<file path="src/sv/mbp_pkg.sv">
// Shared types, constants and register codes for the Mandelbrot escape-time pixel block.
package mbp_pkg;

    // Default iteration limit of the chain.
    localparam int unsigned MAX_ITERATIONS_DEF = 100;

    // Field and datapath widths.
    localparam int unsigned PIX_W     = 12;
    localparam int unsigned C_W       = 32;
    localparam int unsigned Z_W       = 36;
    localparam int unsigned PROD_W    = 64;
    localparam int unsigned FRAC_BITS = 29;
    localparam int unsigned CNT_W     = 7;
    localparam int unsigned COL_W     = 8;
    localparam int unsigned CFG_IDX_W = 3;
    localparam int unsigned CFG_W     = 32;

    // Escape limits: 2.0 in Q.29 for one component, 4.0 in Q.58 for the squared norm.
    localparam logic signed [Z_W-1:0]  Z_TWO    = 36'sd1073741824;
    localparam logic [PROD_W-1:0]      MAG_FOUR = 64'h1000_0000_0000_0000;

    // Saturation limits of the Q3.29 point.
    localparam logic signed [C_W-1:0] C_MAX = 32'sh7FFF_FFFF;
    localparam logic signed [C_W-1:0] C_MIN = 32'sh8000_0000;

    // Default view after reset.
    localparam logic signed [C_W-1:0] REAL_MIN_RST  = -32'sd1073741824;
    localparam logic signed [C_W-1:0] IMAG_MIN_RST  = -32'sd456340275;
    localparam logic signed [C_W-1:0] STEP_REAL_RST = 32'sd838861;
    localparam logic signed [C_W-1:0] STEP_IMAG_RST = 32'sd838861;

    // Colour polynomial gains, already scaled by 255.
    localparam longint unsigned RED_GAIN   = 9 * 255;
    localparam longint unsigned GREEN_GAIN = 15 * 255;
    localparam longint unsigned BLUE_GAIN  = 17 * 255;

    // Configuration register codes.
    typedef enum logic [CFG_IDX_W-1:0] {
        REG_REAL_MIN  = 3'd0,
        REG_IMAG_MIN  = 3'd1,
        REG_STEP_REAL = 3'd2,
        REG_STEP_IMAG = 3'd3
    } cfg_reg_t;

    // One pixel as it travels down the chain of iteration cells.
    typedef struct packed {
        logic                   done;
        logic [CNT_W-1:0]       count;
        logic [COL_W-1:0]       red;
        logic [COL_W-1:0]       green;
        logic [COL_W-1:0]       blue;
        logic signed [Z_W-1:0]  zr;
        logic signed [Z_W-1:0]  zi;
        logic signed [C_W-1:0]  cr;
        logic signed [C_W-1:0]  ci;
    } item_t;

endpackage

</file>
<file path="src/sv/mbp_tail.sv">
// Result stage: settles pixels that never escaped and drives the result ports.
module mbp_tail #(
    parameter int unsigned MAX_ITERATIONS = mbp_pkg::MAX_ITERATIONS_DEF
) (
    input  logic                           clk,
    input  logic                           rst_n,
    input  logic                           in_valid,
    input  mbp_pkg::item_t                 in_item,
    output logic                           done,
    output logic [mbp_pkg::CNT_W-1:0]      iterations,
    output logic [mbp_pkg::COL_W-1:0]      red,
    output logic [mbp_pkg::COL_W-1:0]      green,
    output logic [mbp_pkg::COL_W-1:0]      blue
);

    localparam logic [mbp_pkg::CNT_W-1:0] CNT_MAX = mbp_pkg::CNT_W'(MAX_ITERATIONS);

    logic                          done_reg;
    logic [mbp_pkg::CNT_W-1:0]     iter_reg;
    logic [mbp_pkg::CNT_W-1:0]     iter_next;
    logic [mbp_pkg::COL_W-1:0]     red_reg;
    logic [mbp_pkg::COL_W-1:0]     red_next;
    logic [mbp_pkg::COL_W-1:0]     green_reg;
    logic [mbp_pkg::COL_W-1:0]     green_next;
    logic [mbp_pkg::COL_W-1:0]     blue_reg;
    logic [mbp_pkg::COL_W-1:0]     blue_next;

    // A pixel still bounded takes the full count; with t = 1 every polynomial is zero.
    always_comb
    begin
        if (in_item.done)
        begin
            iter_next  = in_item.count;
            red_next   = in_item.red;
            green_next = in_item.green;
            blue_next  = in_item.blue;
        end
        else
        begin
            iter_next  = CNT_MAX;
            red_next   = '0;
            green_next = '0;
            blue_next  = '0;
        end
    end

    always_ff @(posedge clk or negedge rst_n)
    begin
        if (!rst_n)
        begin
            done_reg <= 1'b0;
        end
        else
        begin
            done_reg <= in_valid;
        end
    end

    always_ff @(posedge clk)
    begin
        iter_reg  <= iter_next;
        red_reg   <= red_next;
        green_reg <= green_next;
        blue_reg  <= blue_next;
    end

    assign done       = done_reg;
    assign iterations = iter_reg;
    assign red        = red_reg;
    assign green      = green_reg;
    assign blue       = blue_reg;

endmodule

</file>
<file path="config.mk">
export PLATFORM = sky130hd
export DESIGN_NAME = mbp_tail
export DESIGN_NICKNAME = d
export VERILOG_FILES = /design/src/sv/mbp_pkg.sv /design/src/sv/mbp_tail.sv
export SDC_FILE = /design/constraint.sdc
export NUM_CORES = 1
export LEC_CHECK = 0
export BUFFER_PORTS_ARGS = -buffer_cell sky130_fd_sc_hd__buf_2
export CAP_MARGIN = 10
export CORE_AREA = 4 4 77 79
export CTS_BUF_LIST = sky130_fd_sc_hd__clkbuf_4 sky130_fd_sc_hd__clkbuf_8
export DETAILED_ROUTE_END_ITERATION = 12
export DIE_AREA = 0 0 81 83
export PLACE_DENSITY_LB_ADDON = 0.12
export SYNTH_ARGS = -nofsm -noshare
export SYNTH_HDL_FRONTEND = slang
export SYNTH_SLANG_ARGS = --single-unit
</file>
<file path="constraint.sdc">
create_clock -name clk -period 0.8 [get_ports clk]
set_clock_uncertainty 0.05 [all_clocks]
set_input_delay 0.16 -clock clk [delete_from_list [all_inputs] [get_ports clk]]
set_output_delay 0.16 -clock clk [all_outputs]
set_load 0.03 [all_outputs]
</file>
=== Word-level counts from Yosys, hierarchy flattened ===
Cells that the tools add are included.

* Register bits after elaboration: 32
* Latch bits: 0
* RAM bits: 0
* ROM bits: 0
* Input bits: 171
* Output and inout port bits: 32
* Word-level logic and storage cells: 5
* Memories kept: 0

* $add $sub $neg: 0
* Multipliers: 0
* Div/mod/pow operators: 0
* $lt $le $gt $ge: 0
* Eq/ne operators: 0
* Shift operators: 0
* Multiplexer cells: 0
* Bitwise gates (word level): 0
* Reduce and logical (&&, ||, !) cells: 0

=== Logic depth before layout (Yosys ltp) ===
* Depth in word-level cells: 0
* Gate-level depth with buffers: 2
* Gate-level depth less buffers: 1

=== Worst setup path after synthesis ===
Ideal clock, no wire load.

* Path kind: register to output
* Start point: register done_reg, in the netlist done
* End point: output done
* Arrival: 467 ps
* Data required time: 590 ps
* Setup slack: 123 ps
* Cell stages (with the launch flop): 1
* Buffers on the path: 0
* Cells stage by stage: dfrtp_1

{| class="wikitable"
|+ RTL lines
! what !! line !! source
|-
| start, declared || mbp_tail.sv:18 || <nowiki>logic done_reg;</nowiki>
|-
| start signal, assigned || mbp_tail.sv:55 || <nowiki>done_reg <= in_valid;</nowiki>
|-
| end, declared || mbp_tail.sv:9 || <nowiki>output logic done,</nowiki>
|}

No word-level cell between the ends.

=== Worst setup path after layout ===
* Start point: register done_reg, in the netlist done
* End point: output done

No word-level cell between the ends.

==> impl_metrics.csv <==
group,metric,value,unit
final_layout,fin_nets,310,
synth,synth.area.top_cells,"dfxtp_1, and2_1, dfrtp_1",
synth,synth_top_area_share,72.6,%
sta,min_period,0.999,ns
route,wl,2.44,mm
placed_design,dpl.cell_count,202,
status,violations,"negative setup slack",
sta,grt_setup_unrepaired,"yes",
route,antenna_left,0,
setup_path,cp-end-kind,"output port",
floorplan,initial_core_util,16.0,%
setup_path,slowest_delay,0.37,ns
sta,fmax,1.00,GHz
synth,synth_compound_area_share,0,%
floorplan,core,0.00534,sq mm
power,clockPowerShare,40.2,%
global_routing,grt_pass1_wl,3.89,mm
setup_path,worstPathRequired,0.59,ns
clock_network,cts_buffers,5,
floorplan,die_w,81,um
placed_design,dpl_worst_slack,0.0488,ns
clock_network,clk_path_buf_depth,2,
power,powerDensity,2290,mW/mm^2
synth,synth_seq_area_share,75.5,%
synth,synthesis.area,855,sq um
route,routedWlPerCell,11.5,um
route,drt_iter0_drc,10,
synth,synth_warnings,0,
placed_design,hpwlAfterDp,1.83,mm
sta,final-hold-violation-count,0,
clock_network,path_clk_slew,0.06,ns
route,drc,0,
placed_design,gp_congestion,0.616,
sta,setup_violations,32,
final_layout,layoutNonFillerInstCount,212,
setup_path,path_cells,"buf_6",
setup_path,cp.arrival,0.79,ns
synth,syn_avg_cell_area,12.9,sq um
synth,synth_xor_xnor_area_share,0,%
setup_path,critPathKind,"flip-flop to output port",
synth,synthAdderAreaFrac,0,%
setup_path,critPathTopFamily,"flip-flops",
sta,tns,-4.23,ns
synth,synth_seq_cells,32,
power,ir_worst_vdd,687,uV
clock_network,cts.sinks,32,
sta,tightest_slew,0.110,ns
sta,drv_slew,0,
floorplan,fp-row-count,27,
job,maxCapViolations,0,
sta,fin_ws,-0.199,ns
global_routing,grt_antenna_before_repair,2,
status,outcome,"finished with violations",
floorplan,num_io_pins,203,
clock_network,tritoncts,"done",
sta,max_slew_margin,92.6,%
route,viasPerCell,3.28,
global_routing,grt_pass1_vias,781,
sta,finalCritPeriodShare,125,%
synth,netlist_instances,66,
power,p_seq_share,45.9,%
final_layout,antenna_cells,0,
global_routing,grt_start_max_net_pins,32,
clock_network,clock-root-buffer,"clkbuf_8",
synth,synth_mux_area_share,0,%
power,combPwrFrac,14.0,%
final_layout,drive_gt1_share,75.7,%
hold_path,min_path_type,"primary input to flip-flop",
setup_path,critPathLaunchType,"flip-flop",
placed_design,placed_area,0.00128,sq mm
power,intPower,2.92,mW
route,drtPass1Iterations,2,
floorplan,fp.dieH,83,um
power,leakage,0.763,nW
power,p_switching,0.866,mW
synth,synth_cell_type_count,5,
route,vias,695,
synth,synth_top_family_by_area,"simple AND/OR/NAND/NOR gates",
placed_design,io_buffers,66,
global_routing,gr-total-overflow,0,
power,swShare,22.9,%
final_layout,syn2layout_area_growth,93.1,%
final_layout,final_area,0.00165,sq mm
clock_network,h-tree-depth,2,
setup_path,path_max_fanout,1,
final_layout,nFillCells,582,
global_routing,track_usage,7.94,%
synth,synth-simple-area-share,22.7,%
synth,synth.net_count,237,
setup_path,critical_path_buf_inv_count,1,
floorplan,die-area,0.00672,sq mm
synth,synth_largest_area_cell,"dfxtp_1",
setup_path,crit_slowest_cell,"dfrtp_1",
-- cells in the mapped netlist --
| cell | instances |
|---|---|
| dfxtp_1 | 31 |
| and2_1 | 28 |
| clkbuf_2 | 3 |
| nand2b_1 | 3 |
| dfrtp_1 | 1 |
-- cell usage in the layout (no fill, tap or decap) --
cell type,instances
dlygate4sd3_1,2
and2_1,28
buf_6,32
clkbuf_4,1
bufinv_16,1
nand2b_1,3
buf_12,1
clkinv_2,1
clkbuf_8,5
dfxtp_2,31
dfrtp_1,1
buf_2,34
-- cell families (layout without fill, tap and decap cells) --
group                  Yosys count  in the layout
buffers and inverters            3             77
AND/OR/NAND/NOR                 31             31
flip-flops                      32             32
-- power by group through the flow --
stage / Sequential (mW) / Combinational (mW) / Clock (mW)
4_1_cts: 1.74 / 0.538 / 1.60
2_1_floorplan: 1.91 / 0.0638 / 0
3_5_place_dp: 1.74 / 0.429 / 0
5_1_grt: 1.74 / 0.568 / 1.66
6_report: 1.74 / 0.529 / 1.52
3_3_place_gp: 1.73 / 0.425 / 0
-- worst paths after layout --
check	startpoint	endpoint	cells past startpoint
max in group asynchronous	rst_n	done	2
max	done	done	1
min in group asynchronous	rst_n	done	2
min	in_item[165]	iterations[5]	2
-- repair_timing --
action	4_1_cts	5_1_grt
endpoints found under the setup margin	32	32
endpoints found under the hold margin	2	0
resized for setup	95	0
gates cloned	0	0
buffers inserted	0	0
hold buffers	2	0
-- through the flow --
stage | hold WS (ns) | util (%) | power, mW
4_1_cts | 0.00399 | 30.9 | 3.88
3_5_place_dp | -0.113 | 24.0 | 2.16
5_1_grt | 0.00821 | 30.9 | 3.97
2_1_floorplan | -0.186 | - | 1.98
6_report | 0.0161 | 30.9 | 3.79
3_3_place_gp | -0.113 | 24.0 | 2.16
-- layer usage --
metal | part of all wire [%] | vias up | GRT usage, %
li1 | - | 341 | -
met1 | 39 | 306 | 8.27
met3 | 12 | 9 | 4.88
met4 | 2.5 | 4 | 4.61
met5 | 1.0 | - | 0
met2 | 45 | 35 | 12.0
-- area by class of cell --
| class | instances | area (sq um) | area share (%) |
|---|---|---|---|
| sequential | 32 | 684 | 41.5 |
| timing repair buffer | 69 | 571 | 34.6 |
| multi-input combinational | 31 | 194 | 11.8 |
| tap | 72 | 90.1 | 5.46 |
| clock buffer | 6 | 76.3 | 4.62 |
| clock inverter | 2 | 35.0 | 2.12 |
(Power assumes the default switching activity.)
