<file path="src/sv/mbp_pkg.sv">
// Shared types, constants and register codes for the Mandelbrot escape-time pixel block.
package mbp_pkg;

    // Default iteration limit of the chain.
    localparam int unsigned MAX_ITERATIONS_DEF = 100;

    // Field and datapath widths.
    localparam int unsigned PIX_W     = 12;
    localparam int unsigned C_W       = 32;
    localparam int unsigned Z_W       = 36;
    localparam int unsigned PROD_W    = 64;
    localparam int unsigned FRAC_BITS = 29;
    localparam int unsigned CNT_W     = 7;
    localparam int unsigned COL_W     = 8;
    localparam int unsigned CFG_IDX_W = 3;
    localparam int unsigned CFG_W     = 32;

    // Escape limits: 2.0 in Q.29 for one component, 4.0 in Q.58 for the squared norm.
    localparam logic signed [Z_W-1:0]  Z_TWO    = 36'sd1073741824;
    localparam logic [PROD_W-1:0]      MAG_FOUR = 64'h1000_0000_0000_0000;

    // Saturation limits of the Q3.29 point.
    localparam logic signed [C_W-1:0] C_MAX = 32'sh7FFF_FFFF;
    localparam logic signed [C_W-1:0] C_MIN = 32'sh8000_0000;

    // Default view after reset.
    localparam logic signed [C_W-1:0] REAL_MIN_RST  = -32'sd1073741824;
    localparam logic signed [C_W-1:0] IMAG_MIN_RST  = -32'sd456340275;
    localparam logic signed [C_W-1:0] STEP_REAL_RST = 32'sd838861;
    localparam logic signed [C_W-1:0] STEP_IMAG_RST = 32'sd838861;

    // Colour polynomial gains, already scaled by 255.
    localparam longint unsigned RED_GAIN   = 9 * 255;
    localparam longint unsigned GREEN_GAIN = 15 * 255;
    localparam longint unsigned BLUE_GAIN  = 17 * 255;

    // Configuration register codes.
    typedef enum logic [CFG_IDX_W-1:0] {
        REG_REAL_MIN  = 3'd0,
        REG_IMAG_MIN  = 3'd1,
        REG_STEP_REAL = 3'd2,
        REG_STEP_IMAG = 3'd3
    } cfg_reg_t;

    // One pixel as it travels down the chain of iteration cells.
    typedef struct packed {
        logic                   done;
        logic [CNT_W-1:0]       count;
        logic [COL_W-1:0]       red;
        logic [COL_W-1:0]       green;
        logic [COL_W-1:0]       blue;
        logic signed [Z_W-1:0]  zr;
        logic signed [Z_W-1:0]  zi;
        logic signed [C_W-1:0]  cr;
        logic signed [C_W-1:0]  ci;
    } item_t;

endpackage

</file>
<file path="src/sv/mbp_map.sv">
// Configuration registers and the mapping of a pixel coordinate to its complex point.
module mbp_map (
    input  logic                                 clk,
    input  logic                                 rst_n,
    input  logic                                 cfg_we,
    input  logic [mbp_pkg::CFG_IDX_W-1:0]        cfg_index,
    input  logic [mbp_pkg::CFG_W-1:0]            cfg_data,
    input  logic                                 accept,
    input  logic [mbp_pkg::PIX_W-1:0]            pixel_x,
    input  logic [mbp_pkg::PIX_W-1:0]            pixel_y,
    output logic                                 out_valid,
    output mbp_pkg::item_t                       out_item
);

    localparam int unsigned MUL_W = mbp_pkg::PIX_W + 1 + mbp_pkg::C_W;
    localparam int unsigned SUM_W = MUL_W + 1;

    logic signed [mbp_pkg::C_W-1:0] real_min_reg;
    logic signed [mbp_pkg::C_W-1:0] imag_min_reg;
    logic signed [mbp_pkg::C_W-1:0] step_real_reg;
    logic signed [mbp_pkg::C_W-1:0] step_imag_reg;

    logic                    mul_valid_reg;
    logic signed [MUL_W-1:0] prod_r_reg;
    logic signed [MUL_W-1:0] prod_i_reg;
    logic signed [MUL_W-1:0] prod_r_next;
    logic signed [MUL_W-1:0] prod_i_next;
    logic signed [SUM_W-1:0] sum_r;
    logic signed [SUM_W-1:0] sum_i;
    logic signed [mbp_pkg::C_W-1:0] cr_sat;
    logic signed [mbp_pkg::C_W-1:0] ci_sat;

    logic           out_valid_reg;
    mbp_pkg::item_t out_item_reg;
    mbp_pkg::item_t out_item_next;

    // Register writes; an unknown index is ignored.
    always_ff @(posedge clk or negedge rst_n)
    begin
        if (!rst_n)
        begin
            real_min_reg  <= mbp_pkg::REAL_MIN_RST;
            imag_min_reg  <= mbp_pkg::IMAG_MIN_RST;
            step_real_reg <= mbp_pkg::STEP_REAL_RST;
            step_imag_reg <= mbp_pkg::STEP_IMAG_RST;
        end
        else if (cfg_we)
        begin
            case (cfg_index)
                mbp_pkg::REG_REAL_MIN:  real_min_reg  <= cfg_data;
                mbp_pkg::REG_IMAG_MIN:  imag_min_reg  <= cfg_data;
                mbp_pkg::REG_STEP_REAL: step_real_reg <= cfg_data;
                mbp_pkg::REG_STEP_IMAG: step_imag_reg <= cfg_data;
                default:                ;
            endcase
        end
    end

    // First stage: scale the coordinate by the step size.
    always_comb
    begin
        prod_r_next = MUL_W'($signed({1'b0, pixel_x})) * MUL_W'(step_real_reg);
        prod_i_next = MUL_W'($signed({1'b0, pixel_y})) * MUL_W'(step_imag_reg);
    end

    always_ff @(posedge clk or negedge rst_n)
    begin
        if (!rst_n)
        begin
            mul_valid_reg <= 1'b0;
        end
        else
        begin
            mul_valid_reg <= accept;
        end
    end

    always_ff @(posedge clk)
    begin
        prod_r_reg <= prod_r_next;
        prod_i_reg <= prod_i_next;
    end

    // Second stage: add the origin and saturate to the Q3.29 range.
    always_comb
    begin
        sum_r = SUM_W'(real_min_reg) + SUM_W'(prod_r_reg);
        sum_i = SUM_W'(imag_min_reg) + SUM_W'(prod_i_reg);

        if (sum_r > SUM_W'(mbp_pkg::C_MAX))
            cr_sat = mbp_pkg::C_MAX;
        else if (sum_r < SUM_W'(mbp_pkg::C_MIN))
            cr_sat = mbp_pkg::C_MIN;
        else
            cr_sat = sum_r[mbp_pkg::C_W-1:0];

        if (sum_i > SUM_W'(mbp_pkg::C_MAX))
            ci_sat = mbp_pkg::C_MAX;
        else if (sum_i < SUM_W'(mbp_pkg::C_MIN))
            ci_sat = mbp_pkg::C_MIN;
        else
            ci_sat = sum_i[mbp_pkg::C_W-1:0];

        out_item_next       = '0;
        out_item_next.cr    = cr_sat;
        out_item_next.ci    = ci_sat;
    end

    always_ff @(posedge clk or negedge rst_n)
    begin
        if (!rst_n)
        begin
            out_valid_reg <= 1'b0;
        end
        else
        begin
            out_valid_reg <= mul_valid_reg;
        end
    end

    always_ff @(posedge clk)
    begin
        out_item_reg <= out_item_next;
    end

    assign out_valid = out_valid_reg;
    assign out_item  = out_item_reg;

endmodule

</file>
<file path="config.mk">
export PLATFORM = sky130hd
export DESIGN_NAME = mbp_map
export DESIGN_NICKNAME = d
export VERILOG_FILES = /design/src/sv/mbp_pkg.sv /design/src/sv/mbp_map.sv
export SDC_FILE = /design/constraint.sdc
export NUM_CORES = 2
export LEC_CHECK = 0
export BUFFER_PORTS_ARGS = -buffer_cell sky130_fd_sc_hd__buf_2
export CORE_AREA = 2 2 257 259
export DETAILED_ROUTE_END_ITERATION = 10
export DIE_AREA = 0 0 259 261
export PLACE_DENSITY = 0.83
export SETUP_SLACK_MARGIN = 0.15
export SYNTH_ARGS = -nofsm -noshare
export SYNTH_HDL_FRONTEND = slang
export SYNTH_SLANG_ARGS = --single-unit
</file>
<file path="constraint.sdc">
create_clock -name clk -period 7.1 [get_ports clk]
set_clock_uncertainty 0.15 [all_clocks]
set_input_delay 1.42 -clock clk [delete_from_list [all_inputs] [get_ports clk]]
set_output_delay 1.42 -clock clk [all_outputs]
set_load 0.05 [all_outputs]
</file>
=== Word-level counts from Yosys, hierarchy flattened ===
Index checks and enable logic that the tools add are counted.

* ROM bits: 0
* Bits in latches: 0
* Input port bits: 63
* Register bits: 284
* Bits in writable memories: 0
* Word-level logic and storage cells: 28
* Memories kept: 0

* Shift-type cells: 0
* Multiply operators: 2
* Muxes and demuxes: 2
* Bitwise operators: 0
* Divide/modulo/power cells: 0
* Equal/unequal tests: 3
* Reduce and logical (&&, ||, !) cells: 5
* $lt $le $gt $ge: 4
* Add/sub/neg operators: 2

{| class="wikitable"
|+ Operators with widths
! cell !! count
|-
| adder 32 x 45 -> 46 bit || 2
|-
| > comparator 46 x 32 -> 1 bit (second input constant) || 2
|-
| < comparator 46 x 32 -> 1 bit (second input constant) || 2
|-
| multiplier 13 x 32 -> 45 bit || 2
|-
| two-way mux 32 bit || 2
|-
| AND reduction 2 bit || 4
|-
| equality test 3 x 2 -> 1 bit (second input constant) || 2
|-
| equality test 3 x 1 -> 1 bit (second input constant) || 1
|-
| zero test 3 bit || 1
|}

=== Depth between registers and ports, before layout ===
* Depth in word-level cells: 3
* Depth in mapped cells: 24

=== Least setup slack after synthesis ===
Ideal clock, no wire load.

* Path kind: input -> register
* Start: input pixel_y[4] (netlist name)
* End: register prod_i_reg[38]
* Slack: 11 ps
* Buffers on the path: 1
* Data required time: 6885 ps
* Arrival: 6874 ps
* Setup time: 65 ps
* Cell stages on the path: 20
* Cells stage by stage: clkbuf_1 -> nand2_1 -> fa_1 -> fa_1 -> fa_1 -> inv_1 -> fa_1 -> inv_1 -> fa_1 -> inv_1 -> ha_1 -> a2111oi_0 -> a211o_1 -> a21oi_1 -> a31oi_1 -> o21ai_0 -> a22oi_1 -> a21oi_1 -> or4b_2 -> nand4b_1

* Word-level cells in the longest chain between the ends: 1

{| class="wikitable"
|+ RTL lines
! item !! line !! RTL
|-
| start: declaration || mbp_map.sv:10 || <nowiki>input logic [mbp_pkg::PIX_W-1:0] pixel_y,</nowiki>
|-
| multiplier 13 x 32 -> 45 bit || mbp_map.sv:63 || <nowiki>prod_i_next = MUL_W'($signed({1'b0, pixel_y})) * MUL_W'(step_imag_reg);</nowiki>
|-
| named net prod_i_next[38] || mbp_map.sv:27 || <nowiki>logic signed [MUL_W-1:0] prod_i_next;</nowiki>
|-
| end signal: assignment || mbp_map.sv:81 || <nowiki>prod_i_reg <= prod_i_next;</nowiki>
|-
| end: declaration || mbp_map.sv:25 || <nowiki>logic signed [MUL_W-1:0] prod_i_reg;</nowiki>
|}

The timed path passes the listed nets, and every way through them passes these cells.
A chain may end at the register's enable or synchronous reset.

=== Worst setup path after layout ===
* Start: input pixel_x[1] (netlist name)
* End: register prod_r_reg[44]

* Word-level cells in the longest chain between the ends: 1

{| class="wikitable"
|+ RTL lines
! item !! line !! RTL
|-
| start: declaration || mbp_map.sv:9 || <nowiki>input logic [mbp_pkg::PIX_W-1:0] pixel_x,</nowiki>
|-
| multiplier 13 x 32 -> 45 bit || mbp_map.sv:62 || <nowiki>prod_r_next = MUL_W'($signed({1'b0, pixel_x})) * MUL_W'(step_real_reg);</nowiki>
|-
| named net prod_r_next[44] || mbp_map.sv:26 || <nowiki>logic signed [MUL_W-1:0] prod_r_next;</nowiki>
|-
| end signal: assignment || mbp_map.sv:80 || <nowiki>prod_r_reg <= prod_r_next;</nowiki>
|-
| end: declaration || mbp_map.sv:24 || <nowiki>logic signed [MUL_W-1:0] prod_r_reg;</nowiki>
|}

The timed path passes the listed nets, and every way through them passes these cells.

==> results.yml <==
layout:
  drive_gt1_frac: 0.125
  nFillCells: 4875
  post-route-util: 0.688
  area_growth_pct: 8.51
  largest_reg_flops: 64
  finalNetCount: 5758
floorplanning:
  fp.dieH_um: 261
  io-pin-count: 232
  coreArea_mm2: 0.0650
  start_util: 0.634
  rows: 94
  die_w_um: 259
  dieArea_mm2: 0.0676
global_route:
  grt_max_degree: 70
  gr-total-overflow: 0
  grt_pass1_wl_um: 167000
  grt_pass1_vias: 33700
  antenna_found_initial: 5
  grt_use_total: 0.309
worst_setup_path:
  slowest_delay_ns: 0.57
  cp_data_required_time_ns: 7.41
  start_kind: "input pin"
  cp.arrival_ns: 7.14
  cp_max_fo: 11
  cp_slowest_cell: "fa_1"
  critPathKind: "in2reg"
  r2r_start: "step_real_reg[12]$_DFFE_PN0P_"
  end_kind: "register"
  startpoint: "pixel_x[1]"
  crit_chain: "buf_4, and2_1, fa_1, inv_1, fa_1, inv_1, fa_1, fa_1, fa_1, ha_1, buf_4, buf_4, a21o_1, a21o_1, a21oi_2, o31ai_4, o211ai_1, a31oi_2, o211ai_1, nand2_1, a221o_1, a21oi_2, xnor2_1"
  crit_top_cell: "fa_1"
cts:
  h-tree-depth: 1
  numCtsBuffers: 30
  cts_root_buffer: "clkbuf_16"
  clk-insertion-delay-late_ns: 0.62
  clk_path_buf_depth: 3
  cts_hold_repair.buffers: 0
  tritoncts: "built"
  cts_sinks: 284
  path_clk_slew_ns: 0.06
logic_synthesis:
  syn-instance-count: 4572
  synth.distinct_cells: 77
  netlist_area_mm2: 0.0413
  synth_top_cell_by_area: "fa_1"
  syn_avg_cell_area_um2: 9.02
  synth.top_cells.by_area: "fa_1, ha_1, inv_1"
  synth_edf_count: 0
  synth_ff_type: "dfxtp_1"
  synthTopCellsByCount: "inv_1, fa_1, nand2_1"
  ys_seq_elements: 284
  synth_top_cell_area_share: 0.329
  ys_warn_count: 0
  ys_async_sr_fraction: 0.458
  yosysSeqAreaShare: 0.155
  yosysMostFrequentCell: "inv_1"
min_path:
  hp-class: "reg2reg"
  hp-start: "mul_valid_reg$_DFF_PN0_"
detailed_routing:
  first_pass_iters: 6
  wl_per_cell_um: 17.9
  drt_iter0_drc: 2464
  drt-total-wl_um: 100000
  antenna_left: 0
  vias: 31700
  via_per_inst: 5.64
  drc: 0
timing:
  worst_slew_pin_slew_ns: 1.10
  max-slew-margin-rel: 0.264
  setup_tns_ns: 0
  clock.fmax_ghz: 0.146
  hold_viol_final: 0
  timing.final.crit_share: 0.963
  setup_slack_ns: 0.264
  min_period_ns: 6.84
  finalSetupViolCount: 0
  drv_slew: 0
  rsz0062_at_grt: "false"
  holdWs_ns: 0.205
place:
  place_ws_ns: -0.482
  gp_congestion: 0.943
  dpl.hpwl_um: 81600
  portBuffers: 127
status:
  run_status: "complete, no violations"
job:
  maxCapViolations: 0
area by class of cell:
type                    instances  area [um2]  share of cell area
multi-input cells            3163       30400               0.680
flip-flops and latches        284        6390               0.143
inverters                     921        3460              0.0772
repair buffers                329        2320              0.0519
well taps                     864        1080              0.0241
clock buffers                  39         846              0.0189
clock inverters                17         211             0.00472
diodes                          3        7.51            0.000168
path summary, 6_finish.rpt:
path,slack (ns),endpoint,depth (start not counted)
max in group asynchronous,4.69,step_real_reg[28]$_DFFE_PN0P_,2
setup / recovery,0.26,prod_r_reg[44]$_DFF_P_,23
hold reg to reg,0.20,out_valid$_DFF_PN0_,0
setup reg to reg,0.54,prod_r_reg[44]$_DFF_P_,21
hold / removal,0.20,out_valid$_DFF_PN0_,0
min in group asynchronous,0.69,real_min_reg[26]$_DFFE_PN0P_,1
stage by stage:
stage,instances,area (um2)
after global routing,5620,44800
after detailed placement,5559,43500
after floorplan,4675,41700
after CTS,5615,44600
final,5620,44800
after global placement,5559,43500
routing by layer:
layer / vias to the layer above / track usage / wire length (um)
met5: - / 0 / 10
met4: 2 / 0.166 / 6140
met3: 339 / 0.0360 / 6130
met2: 1193 / 0.524 / 48100
met1: 15900 / 0.392 / 40000
li1: 14300 / - / -
worst max-delay path, delay by kind of cell:
kind / cells / cell delay [ns]
AOI/OAI and AO/OA: 9 / 2.06
xor gates and xnor gates: 1 / 0.08
adders and majority gates: 6 / 2.75
buffers and inverters: 5 / 0.53
and+or+nand+nor: 2 / 0.31
timing repair:
item / CTS / global route
gates resized for setup: 2 / 34
endpoints found under the setup margin: 2 / 18
pin swaps: 2 / 13
setup buffers: 0 / 2
logic make-up after synthesis:
group	count (synthesis)	share of synthesized area
DFF	284	0.155
xor gates and xnor gates	154	0.0327
buffers and inverters	1228	0.122
other	1	0.0000909
and+or+nand+nor	1229	0.145
muxes	128	0.0349
adders and majority gates	966	0.416
AOI/OAI and AO/OA	582	0.0941
cells in the final DEF, fill, tap and decap left out, drive strengths merged, types with 104 or more instances in the layout:
cell / netlist / routed
buf: 113 / 325
inv: 921 / 926
fa: 678 / 678
and2: 353 / 353
o21ai: 105 / 105
mux2: 126 / 126
nand2: 573 / 573
conb: 1 / 104
a21oi: 154 / 154
ha: 288 / 288
dfxtp: 154 / 154
Power is left out: the tool's default activity adds up to more than one toggle a clock period on the data nets, which glitch-free logic cannot reach.
